[src/hdl/lrsgd_pkg.sv]
// Shared types, constants and command codes for the logistic regression SGD trainer.
// No dependencies; every other file of the block imports this package.
package lrsgd_pkg;

    // Problem size and number formats
    localparam int FEATURE_COUNT    = 6;
    localparam int NUM_W            = FEATURE_COUNT + 1;
    localparam int IDX_W            = $clog2(NUM_W);
    localparam int WEIGHT_FRAC_BITS = 16;
    localparam int X_W              = 16;
    localparam int W_W              = 32;
    localparam int P_W              = 16;
    localparam int E_W              = 18;
    localparam int MA_W             = 33;
    localparam int MB_W             = 18;
    localparam int PROD_W           = MA_W + MB_W;
    localparam int ACC_W            = PROD_W;
    localparam int Z_SHIFT          = WEIGHT_FRAC_BITS - 4;
    localparam int Z_W              = ACC_W - Z_SHIFT;
    localparam int T1_SHIFT         = 28 - WEIGHT_FRAC_BITS;
    localparam int T1_W             = X_W + E_W - T1_SHIFT;
    localparam int T2_SHIFT         = 15;
    localparam int D_W              = 35;
    localparam int LO_BITS          = 17;
    localparam int HI_W             = D_W - LO_BITS;
    localparam int STEP_W           = 17;
    localparam int BC_W             = 32;
    localparam int SIB_W            = 6;
    localparam int LEN_W            = 7;
    localparam int SQ_W             = 34;
    localparam int CNT_W            = 6;
    localparam int DIV_STEPS        = BC_W + 1;
    localparam int SQRT_STEPS       = 17;

    // Constants in Q.16, except X_ONE (1.0 in Q3.12) and the batch lengths
    localparam logic [X_W-1:0]    X_ONE        = 16'd4096;
    localparam logic [16:0]       ONE_Q16      = 17'd65536;
    localparam logic [STEP_W-1:0] STEP_RESET   = 17'd65536;
    localparam logic [15:0]       L2_RESET     = 16'd6554;
    localparam logic [LEN_W-1:0]  BLEN_RESET   = 7'd5;
    localparam logic [LEN_W-1:0]  BLEN_MAX     = 7'd64;
    localparam logic [Z_W-1:0]    SIG_SAT      = 39'd327680;
    localparam logic [Z_W-1:0]    SIG_KNEE_HI  = 39'd155648;
    localparam logic [Z_W-1:0]    SIG_KNEE_LO  = 39'd65536;
    localparam logic [16:0]       SIG_OFS_HI   = 17'd55296;
    localparam logic [16:0]       SIG_OFS_MID  = 17'd40960;
    localparam logic [16:0]       SIG_OFS_LO   = 17'd32768;

    // Configuration register indexes
    localparam int CFG_IDX_W = 1;
    localparam logic [CFG_IDX_W-1:0] REG_L2_RATE      = 1'b0;
    localparam logic [CFG_IDX_W-1:0] REG_BATCH_LENGTH = 1'b1;

    // Datapath operations issued by the controller
    typedef enum logic [3:0] {
        OP_NONE,
        OP_LOAD,
        OP_DIV_INIT,
        OP_DIV,
        OP_SQRT_INIT,
        OP_SQRT,
        OP_STEP,
        OP_DOT_MUL,
        OP_DOT_ACC,
        OP_SIG,
        OP_T1_MUL,
        OP_T2_MUL,
        OP_DIFF,
        OP_LO_MUL,
        OP_HI_MUL,
        OP_WRITE
    } op_t;

    typedef struct packed {
        op_t              op;
        logic [IDX_W-1:0] idx;
        logic             finish;
    } cmd_t;

    typedef struct packed {
        logic samples_zero;
        logic out_busy;
    } sts_t;

    typedef struct packed {
        logic signed [X_W-1:0] feature_0;
        logic signed [X_W-1:0] feature_1;
        logic signed [X_W-1:0] feature_2;
        logic signed [X_W-1:0] feature_3;
        logic signed [X_W-1:0] feature_4;
        logic signed [X_W-1:0] feature_5;
        logic                  label;
    } in_t;

    typedef struct packed {
        logic [P_W-1:0]        probability;
        logic signed [W_W-1:0] weight_0;
        logic signed [W_W-1:0] weight_1;
        logic signed [W_W-1:0] weight_2;
        logic signed [W_W-1:0] weight_3;
        logic signed [W_W-1:0] weight_4;
        logic signed [W_W-1:0] weight_5;
        logic signed [W_W-1:0] weight_bias;
    } out_t;

endpackage

[src/hdl/lrsgd_dp.sv]
// Datapath of the SGD trainer: weights, shared multiplier, divider, square root, sigmoid.
// Depends on lrsgd_pkg; driven by commands from lrsgd_ctrl.
module lrsgd_dp (
    input  logic                            clk,
    input  logic                            rst_n,
    input  lrsgd_pkg::cmd_t                 cmd,
    output lrsgd_pkg::sts_t                 sts,
    input  lrsgd_pkg::in_t                  in_data,
    input  logic                            cfg_write,
    input  logic [lrsgd_pkg::CFG_IDX_W-1:0] cfg_index,
    input  logic [15:0]                     cfg_data,
    output logic                            out_valid,
    input  logic                            out_ready,
    output lrsgd_pkg::out_t                 out_data
);
    import lrsgd_pkg::*;

    logic signed [W_W-1:0]    w_reg [NUM_W];
    logic signed [X_W-1:0]    x_reg [NUM_W];
    logic                     label_reg;
    logic [BC_W-1:0]          bc_reg;
    logic [SIB_W-1:0]         sib_reg;
    logic [STEP_W-1:0]        step_reg;
    logic [15:0]              l2_reg;
    logic [LEN_W-1:0]         blen_reg;
    logic                     out_valid_reg;
    out_t                     out_reg;
    logic signed [ACC_W-1:0]  acc_reg;
    logic signed [PROD_W-1:0] prod_reg;
    logic [P_W-1:0]           p_reg;
    logic signed [E_W-1:0]    e_reg;
    logic signed [T1_W-1:0]   t1_reg;
    logic signed [D_W-1:0]    d_reg;
    logic [D_W-1:0]           lo_reg;
    logic [BC_W-1:0]          div_r_reg;
    logic [BC_W:0]            div_sh_reg;
    logic [BC_W:0]            div_q_reg;
    logic [SQ_W-1:0]          sq_rem_reg;
    logic [SQ_W-1:0]          sq_res_reg;
    logic [SQ_W-1:0]          sq_bit_reg;

    logic signed [W_W-1:0]    w_sel;
    logic signed [X_W-1:0]    x_sel;
    logic signed [MA_W-1:0]   ma;
    logic signed [MB_W-1:0]   mb;
    logic signed [PROD_W-1:0] prod_c;
    logic [BC_W:0]            div_rs;
    logic                     div_ge;
    logic [SQ_W-1:0]          sq_trial;
    logic                     sq_ge;
    logic [P_W-1:0]           sig_p;
    logic signed [D_W-1:0]    d_next;
    logic signed [52:0]       full;
    logic signed [36:0]       delta;
    logic signed [37:0]       wsum;
    logic signed [W_W-1:0]    w_new;
    logic [LEN_W-1:0]         len_eff;
    logic [LEN_W-1:0]         sib_inc;

    // Piecewise sigmoid on a Q.16 value, clamped to the 16-bit range
    function automatic logic [P_W-1:0] sigmoid(input logic signed [Z_W-1:0] z);
        logic [Z_W-1:0] a;
        logic [16:0]    y;
        a = z[Z_W-1] ? Z_W'(-z) : Z_W'(z);
        if (a >= SIG_SAT)
            y = ONE_Q16;
        else if (a >= SIG_KNEE_HI)
            y = 17'(a >> 5) + SIG_OFS_HI;
        else if (a >= SIG_KNEE_LO)
            y = 17'(a >> 3) + SIG_OFS_MID;
        else
            y = 17'(a >> 2) + SIG_OFS_LO;
        if (z[Z_W-1])
            y = ONE_Q16 - y;
        if (y[16])
            y = 17'h0FFFF;
        return y[P_W-1:0];
    endfunction

    assign w_sel = w_reg[cmd.idx];
    assign x_sel = x_reg[cmd.idx];

    // Select the shared multiplier operands
    always_comb
    begin
        ma = '0;
        mb = '0;
        case (cmd.op)
            OP_DOT_MUL:
            begin
                ma = {{(MA_W-W_W){w_sel[W_W-1]}}, w_sel};
                mb = {{(MB_W-X_W){x_sel[X_W-1]}}, x_sel};
            end
            OP_T1_MUL:
            begin
                ma = {{(MA_W-X_W){x_sel[X_W-1]}}, x_sel};
                mb = e_reg;
            end
            OP_T2_MUL:
            begin
                ma = {{(MA_W-W_W){w_sel[W_W-1]}}, w_sel};
                mb = {2'b00, l2_reg};
            end
            OP_LO_MUL:
            begin
                ma = {{(MA_W-LO_BITS){1'b0}}, d_reg[LO_BITS-1:0]};
                mb = {1'b0, step_reg};
            end
            OP_HI_MUL:
            begin
                ma = {{(MA_W-HI_W){d_reg[D_W-1]}}, d_reg[D_W-1:LO_BITS]};
                mb = {1'b0, step_reg};
            end
            default:
            begin
                ma = '0;
                mb = '0;
            end
        endcase
    end

    assign prod_c = ma * mb;

    // One restoring step of 2^32 / batch count
    assign div_rs = {div_r_reg, div_sh_reg[BC_W]};
    assign div_ge = div_rs >= {1'b0, bc_reg};

    // One restoring square root step
    assign sq_trial = sq_res_reg + sq_bit_reg;
    assign sq_ge    = sq_rem_reg >= sq_trial;

    assign sig_p = sigmoid(acc_reg[ACC_W-1:Z_SHIFT]);

    assign d_next = {{(D_W-T1_W){t1_reg[T1_W-1]}}, t1_reg}
                  - prod_reg[D_W+T2_SHIFT-1:T2_SHIFT];

    // Recombine the split step product and apply it with saturation
    assign full  = {prod_reg[HI_W+MB_W-1:0], {LO_BITS{1'b0}}}
                 + {{(53-D_W){1'b0}}, lo_reg};
    assign delta = full[52:16];
    assign wsum  = {{6{w_sel[W_W-1]}}, w_sel} + {delta[36], delta};
    always_comb
    begin
        if (wsum > 38'sd2147483647)
            w_new = 32'sh7FFFFFFF;
        else if (wsum < -38'sd2147483648)
            w_new = 32'sh80000000;
        else
            w_new = wsum[W_W-1:0];
    end

    // Effective batch length: zero acts as one, capped at 64
    always_comb
    begin
        if (blen_reg == '0)
            len_eff = LEN_W'(1);
        else if (blen_reg > BLEN_MAX)
            len_eff = BLEN_MAX;
        else
            len_eff = blen_reg;
    end
    assign sib_inc = {1'b0, sib_reg} + LEN_W'(1);

    // Hold weights, batch state, configuration and output beat
    always_ff @(posedge clk or negedge rst_n)
    begin
        if (!rst_n)
        begin
            for (int i = 0; i < NUM_W; i++)
                w_reg[i] <= '0;
            bc_reg        <= BC_W'(1);
            sib_reg       <= '0;
            step_reg      <= STEP_RESET;
            l2_reg        <= L2_RESET;
            blen_reg      <= BLEN_RESET;
            out_valid_reg <= 1'b0;
        end
        else
        begin
            if (cfg_write)
            begin
                case (cfg_index)
                    REG_L2_RATE:      l2_reg   <= cfg_data;
                    REG_BATCH_LENGTH: blen_reg <= cfg_data[LEN_W-1:0];
                    default:          l2_reg   <= l2_reg;
                endcase
            end
            if (cmd.op == OP_STEP)
                step_reg <= sq_res_reg[STEP_W-1:0];
            if (cmd.op == OP_WRITE)
                w_reg[cmd.idx] <= w_new;
            if (cmd.finish)
            begin
                if (sib_inc >= len_eff)
                begin
                    sib_reg <= '0;
                    if (bc_reg != '1)
                        bc_reg <= bc_reg + BC_W'(1);
                end
                else
                    sib_reg <= sib_inc[SIB_W-1:0];
                out_valid_reg <= 1'b1;
            end
            else if (out_ready)
                out_valid_reg <= 1'b0;
        end
    end

    // Advance the working registers
    always_ff @(posedge clk)
    begin
        case (cmd.op)
            OP_LOAD:
            begin
                x_reg[0]        <= in_data.feature_0;
                x_reg[1]        <= in_data.feature_1;
                x_reg[2]        <= in_data.feature_2;
                x_reg[3]        <= in_data.feature_3;
                x_reg[4]        <= in_data.feature_4;
                x_reg[5]        <= in_data.feature_5;
                x_reg[NUM_W-1]  <= X_ONE;
                label_reg       <= in_data.label;
                acc_reg         <= '0;
            end
            OP_DIV_INIT:
            begin
                div_r_reg  <= '0;
                div_sh_reg <= {1'b1, {BC_W{1'b0}}};
                div_q_reg  <= '0;
            end
            OP_DIV:
            begin
                div_r_reg  <= div_ge ? BC_W'(div_rs - {1'b0, bc_reg}) : div_rs[BC_W-1:0];
                div_sh_reg <= {div_sh_reg[BC_W-1:0], 1'b0};
                div_q_reg  <= {div_q_reg[BC_W-1:0], div_ge};
            end
            OP_SQRT_INIT:
            begin
                sq_rem_reg <= {1'b0, div_q_reg};
                sq_res_reg <= '0;
                sq_bit_reg <= SQ_W'(1) << 32;
            end
            OP_SQRT:
            begin
                if (sq_ge)
                begin
                    sq_rem_reg <= sq_rem_reg - sq_trial;
                    sq_res_reg <= (sq_res_reg >> 1) + sq_bit_reg;
                end
                else
                    sq_res_reg <= sq_res_reg >> 1;
                sq_bit_reg <= sq_bit_reg >> 2;
            end
            OP_DOT_MUL: prod_reg <= prod_c;
            OP_DOT_ACC: acc_reg  <= acc_reg + prod_reg;
            OP_SIG:
            begin
                p_reg <= sig_p;
                e_reg <= label_reg ? E_W'({1'b0, ONE_Q16} - {2'b00, sig_p})
                                   : E_W'(-{2'b00, sig_p});
            end
            OP_T1_MUL: prod_reg <= prod_c;
            OP_T2_MUL:
            begin
                t1_reg   <= prod_reg[T1_W+T1_SHIFT-1:T1_SHIFT];
                prod_reg <= prod_c;
            end
            OP_DIFF:   d_reg    <= d_next;
            OP_LO_MUL: prod_reg <= prod_c;
            OP_HI_MUL:
            begin
                lo_reg   <= prod_reg[D_W-1:0];
                prod_reg <= prod_c;
            end
            default:   acc_reg  <= acc_reg;
        endcase
        if (cmd.finish)
        begin
            out_reg.probability <= p_reg;
            out_reg.weight_0    <= w_reg[0];
            out_reg.weight_1    <= w_reg[1];
            out_reg.weight_2    <= w_reg[2];
            out_reg.weight_3    <= w_reg[3];
            out_reg.weight_4    <= w_reg[4];
            out_reg.weight_5    <= w_reg[5];
            out_reg.weight_bias <= w_reg[NUM_W-1];
        end
    end

    assign sts.samples_zero = (sib_reg == '0);
    assign sts.out_busy     = out_valid_reg && !out_ready;
    assign out_valid        = out_valid_reg;
    assign out_data         = out_reg;

endmodule

[src/hdl/lrsgd_ctrl.sv]
// Sequencer of the SGD trainer: steps the datapath through step size, dot product and update.
// Depends on lrsgd_pkg; drives lrsgd_dp through cmd_t and reads sts_t.
module lrsgd_ctrl (
    input  logic            clk,
    input  logic            rst_n,
    input  logic            in_valid,
    output logic            in_ready,
    output lrsgd_pkg::cmd_t cmd,
    input  lrsgd_pkg::sts_t sts
);
    import lrsgd_pkg::*;

    typedef enum logic [3:0] {
        S_IDLE,
        S_DIV_INIT,
        S_DIV,
        S_SQRT_INIT,
        S_SQRT,
        S_STEP,
        S_DOT_MUL,
        S_DOT_ACC,
        S_SIG,
        S_T1,
        S_T2,
        S_DIFF,
        S_LO,
        S_HI,
        S_WRITE,
        S_FINISH
    } state_t;

    state_t           state_reg, state_next;
    logic [CNT_W-1:0] cnt_reg, cnt_next;

    // Decode the current step into a datapath command and the next step
    always_comb
    begin
        state_next = state_reg;
        cnt_next   = cnt_reg;
        cmd.op     = OP_NONE;
        cmd.idx    = cnt_reg[IDX_W-1:0];
        cmd.finish = 1'b0;
        case (state_reg)
            S_IDLE:
            begin
                if (in_valid)
                begin
                    cmd.op     = OP_LOAD;
                    cnt_next   = '0;
                    state_next = sts.samples_zero ? S_DIV_INIT : S_DOT_MUL;
                end
            end
            S_DIV_INIT:
            begin
                cmd.op     = OP_DIV_INIT;
                state_next = S_DIV;
            end
            S_DIV:
            begin
                cmd.op = OP_DIV;
                if (cnt_reg == CNT_W'(DIV_STEPS - 1))
                begin
                    cnt_next   = '0;
                    state_next = S_SQRT_INIT;
                end
                else
                    cnt_next = cnt_reg + CNT_W'(1);
            end
            S_SQRT_INIT:
            begin
                cmd.op     = OP_SQRT_INIT;
                state_next = S_SQRT;
            end
            S_SQRT:
            begin
                cmd.op = OP_SQRT;
                if (cnt_reg == CNT_W'(SQRT_STEPS - 1))
                begin
                    cnt_next   = '0;
                    state_next = S_STEP;
                end
                else
                    cnt_next = cnt_reg + CNT_W'(1);
            end
            S_STEP:
            begin
                cmd.op     = OP_STEP;
                state_next = S_DOT_MUL;
            end
            S_DOT_MUL:
            begin
                cmd.op     = OP_DOT_MUL;
                state_next = S_DOT_ACC;
            end
            S_DOT_ACC:
            begin
                cmd.op = OP_DOT_ACC;
                if (cnt_reg == CNT_W'(NUM_W - 1))
                begin
                    cnt_next   = '0;
                    state_next = S_SIG;
                end
                else
                begin
                    cnt_next   = cnt_reg + CNT_W'(1);
                    state_next = S_DOT_MUL;
                end
            end
            S_SIG:
            begin
                cmd.op     = OP_SIG;
                state_next = S_T1;
            end
            S_T1:
            begin
                cmd.op     = OP_T1_MUL;
                state_next = S_T2;
            end
            S_T2:
            begin
                cmd.op     = OP_T2_MUL;
                state_next = S_DIFF;
            end
            S_DIFF:
            begin
                cmd.op     = OP_DIFF;
                state_next = S_LO;
            end
            S_LO:
            begin
                cmd.op     = OP_LO_MUL;
                state_next = S_HI;
            end
            S_HI:
            begin
                cmd.op     = OP_HI_MUL;
                state_next = S_WRITE;
            end
            S_WRITE:
            begin
                cmd.op = OP_WRITE;
                if (cnt_reg == CNT_W'(NUM_W - 1))
                begin
                    cnt_next   = '0;
                    state_next = S_FINISH;
                end
                else
                begin
                    cnt_next   = cnt_reg + CNT_W'(1);
                    state_next = S_T1;
                end
            end
            S_FINISH:
            begin
                // hold until the output register is free
                if (!sts.out_busy)
                begin
                    cmd.finish = 1'b1;
                    state_next = S_IDLE;
                end
            end
            default:
            begin
                state_next = S_IDLE;
            end
        endcase
    end

    always_ff @(posedge clk or negedge rst_n)
    begin
        if (!rst_n)
        begin
            state_reg <= S_IDLE;
            cnt_reg   <= '0;
        end
        else
        begin
            state_reg <= state_next;
            cnt_reg   <= cnt_next;
        end
    end

    assign in_ready = (state_reg == S_IDLE);

    a_busy_after_load: assert property (@(posedge clk) disable iff (!rst_n)
        (in_valid && in_ready) |=> !in_ready)
        else $error("trainer took a beat but stayed idle");

    a_div_count: assert property (@(posedge clk) disable iff (!rst_n)
        (state_reg == S_DIV) |-> (cnt_reg < CNT_W'(DIV_STEPS)))
        else $error("divider step count overran");

    a_finish_exit: assert property (@(posedge clk) disable iff (!rst_n)
        (state_reg == S_FINISH && !sts.out_busy) |=> (state_reg == S_IDLE))
        else $error("finish step did not release the sample");

endmodule

[src/hdl/logistic_regression_sgd_trainer.sv]
// Top level of the logistic regression SGD trainer.
// Depends on lrsgd_pkg, lrsgd_ctrl and lrsgd_dp.
//
// Usage:
//   in_valid/in_ready/in_data carry one training sample per beat: six Q3.12
//   features and a 0/1 label. out_valid/out_ready/out_data return one beat per
//   sample: the probability taken before the update and all seven updated weights.
//   cfg_write/cfg_index/cfg_data write l2_rate (index 0) or batch_length (index 1);
//   write only while no sample is in flight.
// Sequence:
//   A sample runs from accept to output beat through the dot product on the one
//   shared multiplier, a sigmoid step, the update steps for each weight (gradient
//   and L2 products, difference, low and high step products, write) and a finish
//   step. The first sample of each minibatch first finds the step size: bit-serial
//   division, square root and a load of the result. One sample at a time.
// Reset:
//   Weights clear to zero, batch count to one, step size to 1.0, registers to
//   their defaults. No clearing pass is needed.
// Stall:
//   The result sits in an output register; the next sample is accepted and worked
//   while it waits, and the block holds at its final step until the register frees.
module logistic_regression_sgd_trainer (
    input  logic                            clk,
    input  logic                            rst_n,
    input  logic                            in_valid,
    output logic                            in_ready,
    input  lrsgd_pkg::in_t                  in_data,
    output logic                            out_valid,
    input  logic                            out_ready,
    output lrsgd_pkg::out_t                 out_data,
    input  logic                            cfg_write,
    input  logic [lrsgd_pkg::CFG_IDX_W-1:0] cfg_index,
    input  logic [15:0]                     cfg_data
);
    import lrsgd_pkg::*;

    cmd_t cmd;
    sts_t sts;

    lrsgd_ctrl u_ctrl (
        .clk      (clk),
        .rst_n    (rst_n),
        .in_valid (in_valid),
        .in_ready (in_ready),
        .cmd      (cmd),
        .sts      (sts)
    );

    lrsgd_dp u_dp (
        .clk       (clk),
        .rst_n     (rst_n),
        .cmd       (cmd),
        .sts       (sts),
        .in_data   (in_data),
        .cfg_write (cfg_write),
        .cfg_index (cfg_index),
        .cfg_data  (cfg_data),
        .out_valid (out_valid),
        .out_ready (out_ready),
        .out_data  (out_data)
    );

endmodule
[config.mk]
export PLATFORM = sky130hd
export DESIGN_NAME = logistic_regression_sgd_trainer
export DESIGN_NICKNAME = d
export VERILOG_FILES = /design/src/hdl/lrsgd_pkg.sv /design/src/hdl/lrsgd_dp.sv /design/src/hdl/lrsgd_ctrl.sv /design/src/hdl/logistic_regression_sgd_trainer.sv
export SDC_FILE = /design/constraint.sdc
export NUM_CORES = 2
export LEC_CHECK = 0
export ABC_AREA = 1
export BUFFER_PORTS_ARGS = -buffer_cell sky130_fd_sc_hd__buf_2
export CORE_ASPECT_RATIO = 0.9
export CORE_MARGIN = 2
export CORE_UTILIZATION = 39
export DETAILED_ROUTE_END_ITERATION = 6
export PLACE_DENSITY = 0.55
export SLEW_MARGIN = 20
export SYNTH_ARGS = -nofsm -noshare
export SYNTH_HDL_FRONTEND = slang
export SYNTH_HIERARCHICAL = 1
export SYNTH_SLANG_ARGS = --single-unit
[constraint.sdc]
create_clock -name clk -period 33.7 [get_ports clk]
set_clock_uncertainty 0.05 [all_clocks]
set_input_delay 6.74 -clock clk [delete_from_list [all_inputs] [get_ports clk]]
set_output_delay 6.74 -clock clk [all_outputs]
set_load 0.01 [all_outputs]
==> impl_metrics.yaml <==
run_status:
  status: "complete, no violations"
timing:
  min_period_ps: 16090
  setup_violations: 0
  hold-worst-slack_ps: 369
  tightestPinTransition_ps: 1110
  slew_headroom: 0.260
  rsz0062_at_grt: "false"
  period_share: 0.478
  maxSlewViolCount: 0
  max_freq_ghz: 0.0621
  tns_ps: 0
  hold_viol: 0
yosys:
  syn_avg_cell_area_um2: 8.97
  synth.distinct_cells: 65
  synth_seq_area_share: 0.389
  synth_fp_nets: 9325
  yosys_warnings: 6
  synthFlopType: "edfxtp_1"
  ys_seq_elements: 1012
  synth_edf_count: 699
  async_reset_ff_frac: 0.309
  synth.area.top_cells: "edfxtp_1 28%, fa_1 15%, dfrtp_1 10%"
  syn_area_mm2: 0.0741
  synth_area_leader_cell: "edfxtp_1"
  synth_top_area_frac: 0.283
  synth_cells: 8253
die:
  die_h_um: 417
  core_mm2: 0.188
  fp.dieArea_mm2: 0.193
  ioPinCount: 361
  fp.dieW_um: 463
  rows: 151
  start_util: 0.393
worst_setup_path:
  cpPeakStageDelay_ps: 820
  crit_path_top_delay_cell: "nor2_4"
  cp.arrival_ps: 16530
  start_kind: "input pin"
  crit_start: "in_valid"
  crit_path_end_kind: "register"
  crit_fanout: 38
  cp.required_ps: 34130
  worst-setup-path-type: "input pin to register"
  reg2reg_from: "u_ctrl/cnt_reg[0]$_DFFE_PN0P_"
  crit_top_cell: "inv_1"
cts:
  cts_root_buf: "clkbuf_16"
  postCtsHoldBufs: 0
  cts_resized: 0
  cts_max_level: 3
  cts_buffer_depth: 3
  numCtsBuffers: 110
  clkTransAtPathRegs_ps: 70
  cts_sinks: 1012
  post_cts_buffers: 0
  cts_tree: "built"
  clock_latency_ps: 780
detailed_routing:
  wl_mm: 234
  detail-route-antenna-nets: 0
  wl_per_cell_um: 21.0
  vias: 57818
  dr.first_iter.drc_count: 4958
  vias_per_cell: 5.18
  firstDrtPassIters: 6
  drc: 0
global_route:
  grt_max_degree: 149
  grt_pass1_vias: 57102
  track_usage: 0.240
  antenna_found_initial: 4
  overflow: 0
  grt_pass1_wl_mm: 355
power_and_ir_drop:
  cellPowerDensity_mw_per_mm2: 31.9
  vdd_ir_drop_max_uv: 42.0
  pwr-share-seq: 0.505
  switching_share: 0.216
  power_leakage_nw: 39.2
  p_switching_mw: 0.569
  power_frac_comb: 0.011
  internal-power_mw: 2.07
  p_total_mw: 2.64
  p_clk_frac: 0.483
placement:
  hpwl_mm: 179
  gp_congestion: 0.942
  placed_cell_area_mm2: 0.0787
  io_buffers: 360
finish:
  finalNetCount: 9614
  drive_above_1_share: 0.0868
  final_area_mm2: 0.0825
  fillers: 18393
  syn2layout_area_growth_pct: 11.4
  largest_register_ffs: 240
worst_hold_path:
  min_path_type: "register to register"
  hold_start: "u_dp/p_reg[4]$_DFFE_PN_"
flow_run:
  maxCapViolCount: 0
[cell usage after synthesis (19+ instances only)]
library cell,count
a22oi_1,61
xor2_1,196
a21oi_1,408
o21a_1,32
nor3_1,43
fa_1,564
xnor2_1,117
edfxtp_1,699
nand2_1,1767
nand3_1,225
a221oi_1,36
ha_1,389
a22o_1,29
nand4_1,90
inv_1,1513
nor2_1,661
o21ai_0,344
a31oi_1,246
dfrtp_1,302
buf_2,34
nand3b_1,22
nor4_1,19
clkbuf_1,201
[final timing paths]
check | slack [ps] | depth (start not counted) | endpoint
max | 17610 | 37 | u_dp/prod_reg[46]$_DFFE_PP_
min | 370 | 0 | u_dp/out_data[228]$_DFFE_PP_
max reg2reg | 22770 | 35 | u_dp/prod_reg[46]$_DFFE_PP_
min reg2reg | 370 | 0 | u_dp/out_data[228]$_DFFE_PP_
max in group asynchronous | 26090 | 2 | u_dp/step_reg[10]$_DFFE_PN0N_
min in group asynchronous | 6000 | 1 | u_dp/w_reg[132]$_DFFE_PN0P_
[metrics by stage]
stage	std cells	util	setup WS, ps
after floorplan	8253	-	7950
after global routing	11163	0.438	17040
after detailed placement	10954	0.418	16990
after CTS	11162	0.438	17750
final	11164	0.438	17610
after global placement	10954	0.418	17000
[logic make-up (layout without fill, tap and decap cells)]
kind of cell | count (synthesis) | in the layout | share of synthesized area
other cells | 0 | 2 | 0
fa+ha+maj | 953 | 953 | 0.218
xor+xnor | 314 | 314 | 0.0372
flops | 1012 | 1012 | 0.389
simple gates | 2890 | 2890 | 0.160
mux | 15 | 15 | 0.00228
compound gates | 1274 | 1274 | 0.100
buf+inv | 1795 | 2180 | 0.0926
[critical path: cells and delay by family]
kind | cells | cell delay, ps
fa+ha+maj | 7 | 3170
buf+inv | 10 | 1520
compound gates | 13 | 3510
simple gates | 6 | 1450
xor+xnor | 1 | 80
[routing by layer]
metal  global-route usage  share of wire
met5                    0       0.000051
met4               0.0752          0.035
met3               0.0338          0.060
met2                0.403           0.47
met1                0.322           0.43
[layout by cell type, fill, tap and decap left out, types with 12 or more instances in the layout]
cell / Yosys / routed
fa_1: 564 / 564
buf_4: 6 / 75
a21o_1: 12 / 12
o21a_1: 32 / 32
o21ai_0: 344 / 343
nor2_1: 661 / 644
inv_1: 1513 / 1513
nand4_1: 90 / 90
nor2_4: 8 / 25
a21boi_0: 16 / 16
edfxtp_1: 699 / 699
nand2_2: 18 / 20
ha_1: 389 / 389
nor3_1: 43 / 39
o21ai_1: 13 / 13
inv_2: 15 / 17
a31oi_1: 246 / 246
dfrtp_1: 302 / 302
mux2_2: 15 / 15
a21oi_1: 408 / 408
o211ai_1: 12 / 12
o22ai_1: 14 / 14
bufinv_16: 0 / 15
clkbuf_1: 201 / 14
nor4_1: 19 / 19
nor2_2: 12 / 12
a221oi_1: 36 / 36
nand2_1: 1767 / 1763
nand3b_1: 22 / 22
xor2_1: 196 / 196
a22o_1: 29 / 29
nand3_1: 225 / 225
a22oi_1: 61 / 61
xnor2_1: 117 / 117
buf_2: 34 / 359
clkinv_2: 1 / 22
o31ai_1: 17 / 17
clkbuf_16: 0 / 110
clkinv_1: 5 / 21
[power by group through the flow]
stage,sequential (mW),combinational (mW),clock (mW)
final,1.33,0.0298,1.27
after global routing,1.33,0.0342,1.35
after CTS,1.33,0.0306,1.30
after detailed placement,1.36,0.0306,0
after global placement,1.36,0.0297,0
after floorplan,1.35,0.0111,0
[layout make-up]
class	instances	area, um2	share of cell area
Clock inverter	79	922	0.0112
Tap cell	2524	3160	0.0383
Sequential cell	1012	28800	0.349
Multi-Input combinational cell	5446	38600	0.467
Antenna cell	2	5.00	0.0000606
Clock buffer	129	2870	0.0348
Inverter	1535	5770	0.0699
Timing Repair Buffer	437	2410	0.0293
Note: power is estimated with default switching activity, not from simulation.
